==> config.mk <==
export PLATFORM = sky130hd
export DESIGN_NAME = utf8_to_ucs2_decoder
export DESIGN_NICKNAME = d
export VERILOG_FILES = /design/src/rtl/core/u2u_pkg.sv /design/src/rtl/core/u2u_in_stage.sv /design/src/rtl/core/u2u_step.sv /design/src/rtl/core/u2u_out_stage.sv /design/src/rtl/core/utf8_to_ucs2_decoder.sv
export SDC_FILE = /design/constraint.sdc
export NUM_CORES = 1
export LEC_CHECK = 0
export BUFFER_PORTS_ARGS = -buffer_cell sky130_fd_sc_hd__buf_4
export CAP_MARGIN = 25
export CELL_PAD_IN_SITES_DETAIL_PLACEMENT = 0
export CELL_PAD_IN_SITES_GLOBAL_PLACEMENT = 2
export CORE_MARGIN = 2
export CORE_UTILIZATION = 38
export DETAILED_ROUTE_END_ITERATION = 16
export GPL_TIMING_DRIVEN = 0
export PLACE_DENSITY = 0.82
export REMOVE_ABC_BUFFERS = 1
export SLEW_MARGIN = 30
export SYNTH_ARGS = -nofsm -noshare
export SYNTH_HDL_FRONTEND = slang
export SYNTH_SLANG_ARGS = --single-unit
==> constraint.sdc <==
create_clock -name clk -period 5.2 [get_ports clk]
set_input_delay 1.04 -clock clk [delete_from_list [all_inputs] [get_ports clk]]
set_output_delay 1.04 -clock clk [all_outputs]
set_load 0.03 [all_outputs]
==> src/rtl/core/u2u_pkg.sv <==
package u2u_pkg;

	// Result kinds reported on the output stream.
	typedef enum logic [2:0] {
		KIND_UNIT       = 3'd0,
		KIND_DONE       = 3'd1,
		KIND_INCOMPLETE = 3'd2,
		KIND_INVALID    = 3'd3,
		KIND_RANGE      = 3'd4
	} kind_t;

	// Configuration register indexes.
	localparam logic [1:0] REG_EMIT_UNITS    = 2'd0;
	localparam logic [1:0] REG_BMP_ONLY      = 2'd1;
	localparam logic [1:0] REG_LITTLE_ENDIAN = 2'd2;

	// Configuration bits as seen by the decode logic.
	typedef struct packed {
		logic emit_units;
		logic bmp_only;
		logic little_endian;
	} cfg_t;

	// One result word.
	typedef struct packed {
		kind_t       kind;
		logic [15:0] unit_word;
		logic [15:0] rune_count;
	} res_t;

endpackage

==> src/rtl/core/u2u_in_stage.sv <==
module u2u_in_stage (
	input  logic       clk,
	input  logic       arst_n,
	input  logic       s_tvalid,
	output logic       s_tready,
	input  logic [7:0] s_tdata,
	input  logic       advance,
	output logic       valid_s1,
	output logic [7:0] byte_s1
);

	// The input register takes a new word when it is empty or is being consumed.
	assign s_tready = !valid_s1 || advance;

	// Control bit of the input register.
	always_ff @(posedge clk or negedge arst_n) begin
		if (!arst_n) begin
			valid_s1 <= 1'b0;
		end else if (s_tready) begin
			valid_s1 <= s_tvalid;
		end
	end

	// Byte payload, loaded only on an accepted word.
	always_ff @(posedge clk) begin
		if (s_tvalid && s_tready) begin
			byte_s1 <= s_tdata;
		end
	end

endmodule

==> src/rtl/core/u2u_step.sv <==
module u2u_step (
	input  logic          clk,
	input  logic          arst_n,
	input  logic          fire,
	input  logic [7:0]    in_byte,
	input  u2u_pkg::cfg_t cfg,
	output logic          res_valid,
	output u2u_pkg::res_t res
);

	logic [2:0]  pending_q;
	logic [31:0] accum_q;
	logic [15:0] runes_q;
	logic        err_q;

	logic [2:0]  pending_d;
	logic [31:0] accum_d;
	logic [15:0] runes_d;
	logic        err_d;

	logic        res_hit;
	logic        fin;
	logic [31:0] rune;
	logic        run;
	logic [2:0]  lead_cnt;
	logic [3:0]  shamt;
	logic [6:0]  lead_mask;
	logic        out_of_range;
	logic [15:0] runes_inc;

	// Number of continuation bytes a lead byte announces: the run of ones from bit 6 down.
	always_comb begin
		run      = 1'b1;
		lead_cnt = '0;
		for (int i = 6; i >= 0; i--) begin
			if (run && in_byte[i]) begin
				lead_cnt = lead_cnt + 3'd1;
			end else begin
				run = 1'b0;
			end
		end
		shamt     = {1'b0, lead_cnt} + 4'd1;
		lead_mask = 7'h7F >> shamt;
	end

	assign runes_inc    = (runes_q == 16'hFFFF) ? runes_q : runes_q + 16'd1;

	// Byte decode and next state.
	always_comb begin
		pending_d     = pending_q;
		accum_d       = accum_q;
		runes_d       = runes_q;
		err_d         = err_q;
		res_hit       = 1'b0;
		res.kind      = u2u_pkg::KIND_UNIT;
		res.unit_word = 16'd0;
		res.rune_count = runes_q;
		fin           = 1'b0;
		rune          = {24'd0, in_byte};

		if (in_byte == 8'd0) begin
			// End of string: report unless an error was already reported.
			if (!err_q) begin
				res_hit  = 1'b1;
				res.kind = (pending_q != 3'd0) ? u2u_pkg::KIND_INCOMPLETE
				                               : u2u_pkg::KIND_DONE;
			end
			pending_d = '0;
			accum_d   = '0;
			runes_d   = '0;
			err_d     = 1'b0;
		end else if (err_q) begin
			// Dropping bytes until the terminator.
		end else if (pending_q != 3'd0) begin
			if (in_byte[7:6] != 2'b10) begin
				pending_d = '0;
				err_d     = 1'b1;
				res_hit   = 1'b1;
				res.kind  = u2u_pkg::KIND_INVALID;
			end else begin
				accum_d   = {accum_q[25:0], in_byte[5:0]};
				pending_d = pending_q - 3'd1;
				rune      = {accum_q[25:0], in_byte[5:0]};
				fin       = (pending_q == 3'd1);
			end
		end else if (!in_byte[7]) begin
			fin = 1'b1;
		end else if (!in_byte[6]) begin
			// Stray continuation byte in lead position.
			err_d    = 1'b1;
			res_hit  = 1'b1;
			res.kind = u2u_pkg::KIND_INVALID;
		end else begin
			pending_d = lead_cnt;
			accum_d   = {25'd0, in_byte[6:0] & lead_mask};
		end

		// Code points above the BMP or inside the surrogate block fail the range check.
		out_of_range = (rune[31:16] != 16'd0) || (rune[15:11] == 5'b11011);

		// A completed rune is range checked (when emit_units or bmp_only is set), counted and possibly emitted.
		if (fin) begin
			if ((cfg.emit_units || cfg.bmp_only) && out_of_range) begin
				err_d    = 1'b1;
				res_hit  = 1'b1;
				res.kind = u2u_pkg::KIND_RANGE;
			end else begin
				runes_d = runes_inc;
				if (cfg.emit_units) begin
					res_hit        = 1'b1;
					res.kind       = u2u_pkg::KIND_UNIT;
					res.rune_count = runes_inc;
					res.unit_word  = cfg.little_endian ? {rune[7:0], rune[15:8]}
					                                   : rune[15:0];
				end
			end
		end
	end

	assign res_valid = fire && res_hit;

	// Decoder state advances once per consumed byte.
	always_ff @(posedge clk or negedge arst_n) begin
		if (!arst_n) begin
			pending_q <= '0;
			accum_q   <= '0;
			runes_q   <= '0;
			err_q     <= 1'b0;
		end else if (fire) begin
			pending_q <= pending_d;
			accum_q   <= accum_d;
			runes_q   <= runes_d;
			err_q     <= err_d;
		end
	end

endmodule

==> src/rtl/core/u2u_out_stage.sv <==
module u2u_out_stage (
	input  logic          clk,
	input  logic          arst_n,
	input  logic          res_valid,
	input  u2u_pkg::res_t res,
	output logic          advance,
	output logic          m_tvalid,
	input  logic          m_tready,
	output logic [31:0]   m_tdata,
	output logic [2:0]    m_tuser
);

	logic          valid_s2;
	u2u_pkg::res_t res_s2;

	// The pipeline moves whenever the result register is empty or being drained.
	assign advance = !valid_s2 || m_tready;

	always_ff @(posedge clk or negedge arst_n) begin
		if (!arst_n) begin
			valid_s2 <= 1'b0;
		end else if (advance) begin
			valid_s2 <= res_valid;
		end
	end

	always_ff @(posedge clk) begin
		if (advance && res_valid) begin
			res_s2 <= res;
		end
	end

	assign m_tvalid = valid_s2;
	assign m_tdata  = {res_s2.rune_count, res_s2.unit_word};
	assign m_tuser  = res_s2.kind;

endmodule

==> src/rtl/core/utf8_to_ucs2_decoder.sv <==
// UTF-8 to UCS-2 stream decoder. One UTF-8 byte enters per word on the input
// stream; a zero byte ends the string. The block accepts a byte every clock
// cycle unless the sink stalls it, and gives at most one result per byte. Each
// byte sits in the input register while the single-pass decode feeds the result
// register, from which the sink takes the result word. Input ready drops only
// while the result register holds a word that the sink does not take. Results
// carry the kind in tuser (unit, string done, incomplete, invalid, out of range)
// and the unit and the running rune count in tdata. After the first error in a
// string the block drops bytes without results until the terminating zero byte.
// The configuration registers are written through wr_en, wr_index and wr_data;
// the user must write them only while no string is in flight, since the block
// itself does not enforce it.
module utf8_to_ucs2_decoder (
	input  logic        clk,
	input  logic        arst_n,
	// Configuration write port.
	input  logic        wr_en,
	input  logic [1:0]  wr_index,
	input  logic [0:0]  wr_data,
	// Input stream.
	input  logic        s_tvalid,
	output logic        s_tready,
	input  logic [7:0]  s_tdata,   // [7:0] in_byte
	// Result stream.
	output logic        m_tvalid,
	input  logic        m_tready,
	output logic [31:0] m_tdata,   // [15:0] unit_word, [31:16] rune_count
	output logic [2:0]  m_tuser    // [2:0] kind
);

	u2u_pkg::cfg_t cfg_q;
	logic          advance;
	logic          valid_s1;
	logic [7:0]    byte_s1;
	logic          res_valid;
	u2u_pkg::res_t res;

	// Configuration registers.
	always_ff @(posedge clk or negedge arst_n) begin
		if (!arst_n) begin
			cfg_q <= '0;
		end else if (wr_en) begin
			unique case (wr_index)
				u2u_pkg::REG_EMIT_UNITS:    cfg_q.emit_units    <= wr_data[0];
				u2u_pkg::REG_BMP_ONLY:      cfg_q.bmp_only      <= wr_data[0];
				u2u_pkg::REG_LITTLE_ENDIAN: cfg_q.little_endian <= wr_data[0];
				default: ;
			endcase
		end
	end

	u2u_in_stage u_in (
		.clk      (clk),
		.arst_n   (arst_n),
		.s_tvalid (s_tvalid),
		.s_tready (s_tready),
		.s_tdata  (s_tdata),
		.advance  (advance),
		.valid_s1 (valid_s1),
		.byte_s1  (byte_s1)
	);

	u2u_step u_step (
		.clk       (clk),
		.arst_n    (arst_n),
		.fire      (valid_s1 && advance),
		.in_byte   (byte_s1),
		.cfg       (cfg_q),
		.res_valid (res_valid),
		.res       (res)
	);

	u2u_out_stage u_out (
		.clk       (clk),
		.arst_n    (arst_n),
		.res_valid (res_valid),
		.res       (res),
		.advance   (advance),
		.m_tvalid  (m_tvalid),
		.m_tready  (m_tready),
		.m_tdata   (m_tdata),
		.m_tuser   (m_tuser)
	);

endmodule

==> results by group <==
Status
  • Outcome: complete, no violations

STA
  • Minimum hold slack: 0.468 ns
  • Clock skew after layout: 0.00841 ns
  • RSZ-0062 raised after global routing: false
  • Final setup fails: 0
  • Max frequency: around 0.21 GHz
  • Hold Violations, Final: 0
  • Worst slew slack as a fraction of its limit: 0.366
  • Final critical delay including setup and external delays: 4.78 ns
  • Final period util: 0.918
  • Transition at the pin with the smallest max-transition slack: 0.951 ns
  • Count of final max-slew check failures: 0
  • Final sum of negative setup slack: 0 ns

Synth
  • Proportion of synthesized flip-flops having asynchronous set or reset: 0.543
  • Post-synth EDFFs: 43
  • Post-Syn Area per Cell: approximately 9.8 µm²
  • Predominant post-synthesis flop cell: sky130_fd_sc_hd__dfrtp_1
  • Synthesized flop and latch total: 94
  • Fraction of the yosys area taken by sequential cells: 0.495
  • Post-synth design cell area: 5190 µm²
  • Cells taking the most area after synthesis: sky130_fd_sc_hd__edfxtp_1 (25%), sky130_fd_sc_hd__dfrtp_1 (25%), sky130_fd_sc_hd__nand2_1 (6.4%)
  • Post-synthesis cell type with the largest combined area: sky130_fd_sc_hd__edfxtp_1
  • Number of synthesis warnings: 0
  • Synth unique cells: 73
  • Post-synthesis cell count: 529
  • Portion of synthesized cell area occupied by the leading cell type: 0.249

Die
  • Y dimension of the die: between 100 and 150 µm
  • Starting utilization of the core area: 0.390
  • Core Footprint: ~13000 µm²
  • Die width: 121 µm
  • Rows: 42
  • Area of the die: 14600 µm²
  • Number of placed I/O pins: 53

Global routing
  • Vias in the first global route: 3869
  • Total global routing overflow: 0
  • Wire length of the first global-routing pass: 20700 µm
  • Largest net degree at the start of global routing: 52
  • GRT Resource Usage Total: 0.184
  • Number of antenna violations at the first check in global routing: 0

Setup path
  • WP data required: 5.40 ns
  • Maximum fanout along the worst path: 13
  • Critical Path Sink Type: flip-flop
  • Data arrival at the endpoint of the critical path: 4.98 ns
  • Kind of start point of the critical path: flip-flop
  • Critical Setup Path Class: flip-flop to flip-flop

CTS
  • Clk_lat worst skew: 0.35 ns
  • # clock sinks: 94
  • TritonCTS buffer count: 9
  • H-tree lvl count: 3
  • Clock root buffer: sky130_fd_sc_hd__clkbuf_16
  • Post-cts sizing count: 0
  • Post-CTS setup buffer count: 0
  • Maximum buffer depth of the clock tree: 2
  • Hold buffers post-CTS: 0
  • CTS tree: yes
  • Clock input transition at the sequential cells of the worst setup and hold paths: 0.07 ns

Route
  • Drt first-iter violations: 306
  • Total wirelength of the detailed-routed design: roughly 13000 µm
  • Vias after detailed routing: 4134
  • DRC: 0
  • Initial DRT Pass Iterations: 4
  • Vias per inst: 5.55
  • WL per Instance: 17.1 µm
  • Remaining antenna violation count after routing: 0

Power and ir drop
  • Power per cell area: 451 nW/µm²
  • Clock network fraction of design power: 0.241
  • Overall power after layout: ~2.7 mW
  • Combinational fraction of design power: 0.346
  • Switching power as a share of total power: 0.392
  • Static power due to leakage: 2.48 nW
  • Sequential share of power: 0.413
  • Sw power: 1.06 mW
  • Cell-internal power: 1.65 mW
  • IR Drop Worst-Case VDD: 0.152 mV

Place
  • Number of placed instances with taps included: between 700 and 800
  • GPL Wtd Cong: 0.880
  • PortBufs: 52
  • Post-DP HPWL: between 8000 and 9000 µm

Layout
  • Fraction of final layout cells sized beyond drive strength 1: 0.163
  • Fillers: 1271
  • Number of antenna diodes: 0
  • Number of standard cells in the layout, taps in and fillers out: 745
  • Total number of nets in the final design: between 500 and 600
  • Commonest cells after routing, fill and taps aside: sky130_fd_sc_hd__nand2_1 (89), sky130_fd_sc_hd__nand3_1 (53), sky130_fd_sc_hd__buf_4 (52)
  • Most common cell after layout, fill and taps aside: sky130_fd_sc_hd__nand2_1
  • Post-layout util: 0.452
  • Area Growth Syn to Fin: 15.9%

Job
  • Max-Cap Viols: 0

Min path
  • Worst hold path class: flip-flop to flip-flop
[power groups by stage]
stage               Clock (mW)  Combinational [mW]  Sequential [mW]
floorplan                    0               0.480             1.23
detailed placement           0               0.948             1.14
finish                   0.655               0.939             1.12
global route             0.698                1.03             1.15
global placement             0               0.882             1.14
CTS                      0.674               0.952             1.12
[worst max-delay path: stages (launching register included)]
cell,delay [ns]
sky130_fd_sc_hd__edfxtp_1,0.61
sky130_fd_sc_hd__nor2b_1,0.34
sky130_fd_sc_hd__ha_1,0.32
sky130_fd_sc_hd__o21a_1,0.19
sky130_fd_sc_hd__ha_1,0.29
sky130_fd_sc_hd__mux2i_1,0.07
sky130_fd_sc_hd__a21oi_1,0.25
sky130_fd_sc_hd__ha_1,0.28
sky130_fd_sc_hd__mux2_2,0.27
sky130_fd_sc_hd__ha_1,0.27
sky130_fd_sc_hd__mux2i_1,0.13
sky130_fd_sc_hd__nand3_1,0.14
sky130_fd_sc_hd__and2_1,0.20
sky130_fd_sc_hd__ha_1,0.22
sky130_fd_sc_hd__a21boi_0,0.18
sky130_fd_sc_hd__o2111ai_1,0.18
sky130_fd_sc_hd__a211o_1,0.40
sky130_fd_sc_hd__a2bb2oi_1,0.20
sky130_fd_sc_hd__o31ai_1,0.08
[logic make-up after synthesis]
| logic type | after synthesis | share of synthesized area |
|---|---|---|
| AOI/OAI and AO/OA | 106 | 0.149 |
| xor gates and xnor gates | 10 | 0.0169 |
| adders and majority gates | 10 | 0.0241 |
| and+or+nand+nor | 247 | 0.240 |
| muxes | 17 | 0.0345 |
| DFF | 94 | 0.495 |
| buffers and inverters | 45 | 0.0403 |
[flip-flops by register name (all words and copies together) (netlist names)]
| register | count |
|---|---|
| u_step.pending_q | 3 |
| u_in.byte_s1 | 8 |
| u_step.accum_q | 26 |
| u_in.valid_s1 | 1 |
| u_step.runes_q | 16 |
| u_out.m_tdata | 32 |
| u_out.m_tuser | 3 |
| u_step.err_q | 1 |
| cfg_q | 3 |
| u_out.m_tvalid | 1 |
[layout make-up]
cell class	instances	area (µm²)	area share
inverters	14	52.6	0.00874
well taps	176	220	0.0366
clock buffers	12	268	0.0445
clock inverters	4	27.5	0.00458
multi-input cells	390	2440	0.406
flip-flops and latches	94	2570	0.427
repair buffers	55	434	0.0722
[synthesized netlist by cell type (all sizes together), types with 3 or more instances]
cell type	number
a311oi	3
nand3	53
edfxtp	43
mux2	7
or3	3
nand2b	5
dfrtp	51
o21a	3
nor2	28
o211ai	3
o21ai	8
nor2b	5
xnor2	5
nor3	15
clkbuf	11
buf	20
inv	14
o31ai	5
and4	3
nand2	89
and3	8
nor4	9
and2	11
nor3b	3
nand4	5
a31oi	12
mux2i	10
a211oi	6
a21oi	27
ha	10
nand3b	3
xor2	5
o2bb2ai	11
[per-layer routing]
layer	vias to the layer above	track usage	wire length [µm]	share of wire
met5	-	0	0	0
met4	0	0.0807	124	0.0097
met3	10	0.0274	634	0.050
met2	97	0.259	5710	0.45
met1	2001	0.279	6290	0.49
li1	2026	-	-	-
[worst paths after layout]
path / from / end / slack [ns] / depth (start not counted)
max reg2reg: u_in.byte_s1[6] / u_step.accum_q[1] / 0.42 / 18
max in group asynchronous: arst_n / u_step.runes_q[11] / 4.01 / 1
min in group asynchronous: arst_n / u_step.accum_q[12] / 0.72 / 1
min: u_step.accum_q[25] / u_step.accum_q[25] / 0.47 / 2
max: u_in.byte_s1[6] / u_step.accum_q[1] / 0.42 / 18
min reg2reg: u_step.accum_q[25] / u_step.accum_q[25] / 0.47 / 2
[per-stage QoR]
stage,worst slack [ns],cell area [µm²]
floorplan,1.05,5030
global placement,-0.00997,5640
detailed placement,0.428,5720
CTS,0.394,6010
global route,0.0403,6010
finish,0.424,6010
Note: power is estimated with default switching activity, not from simulation.
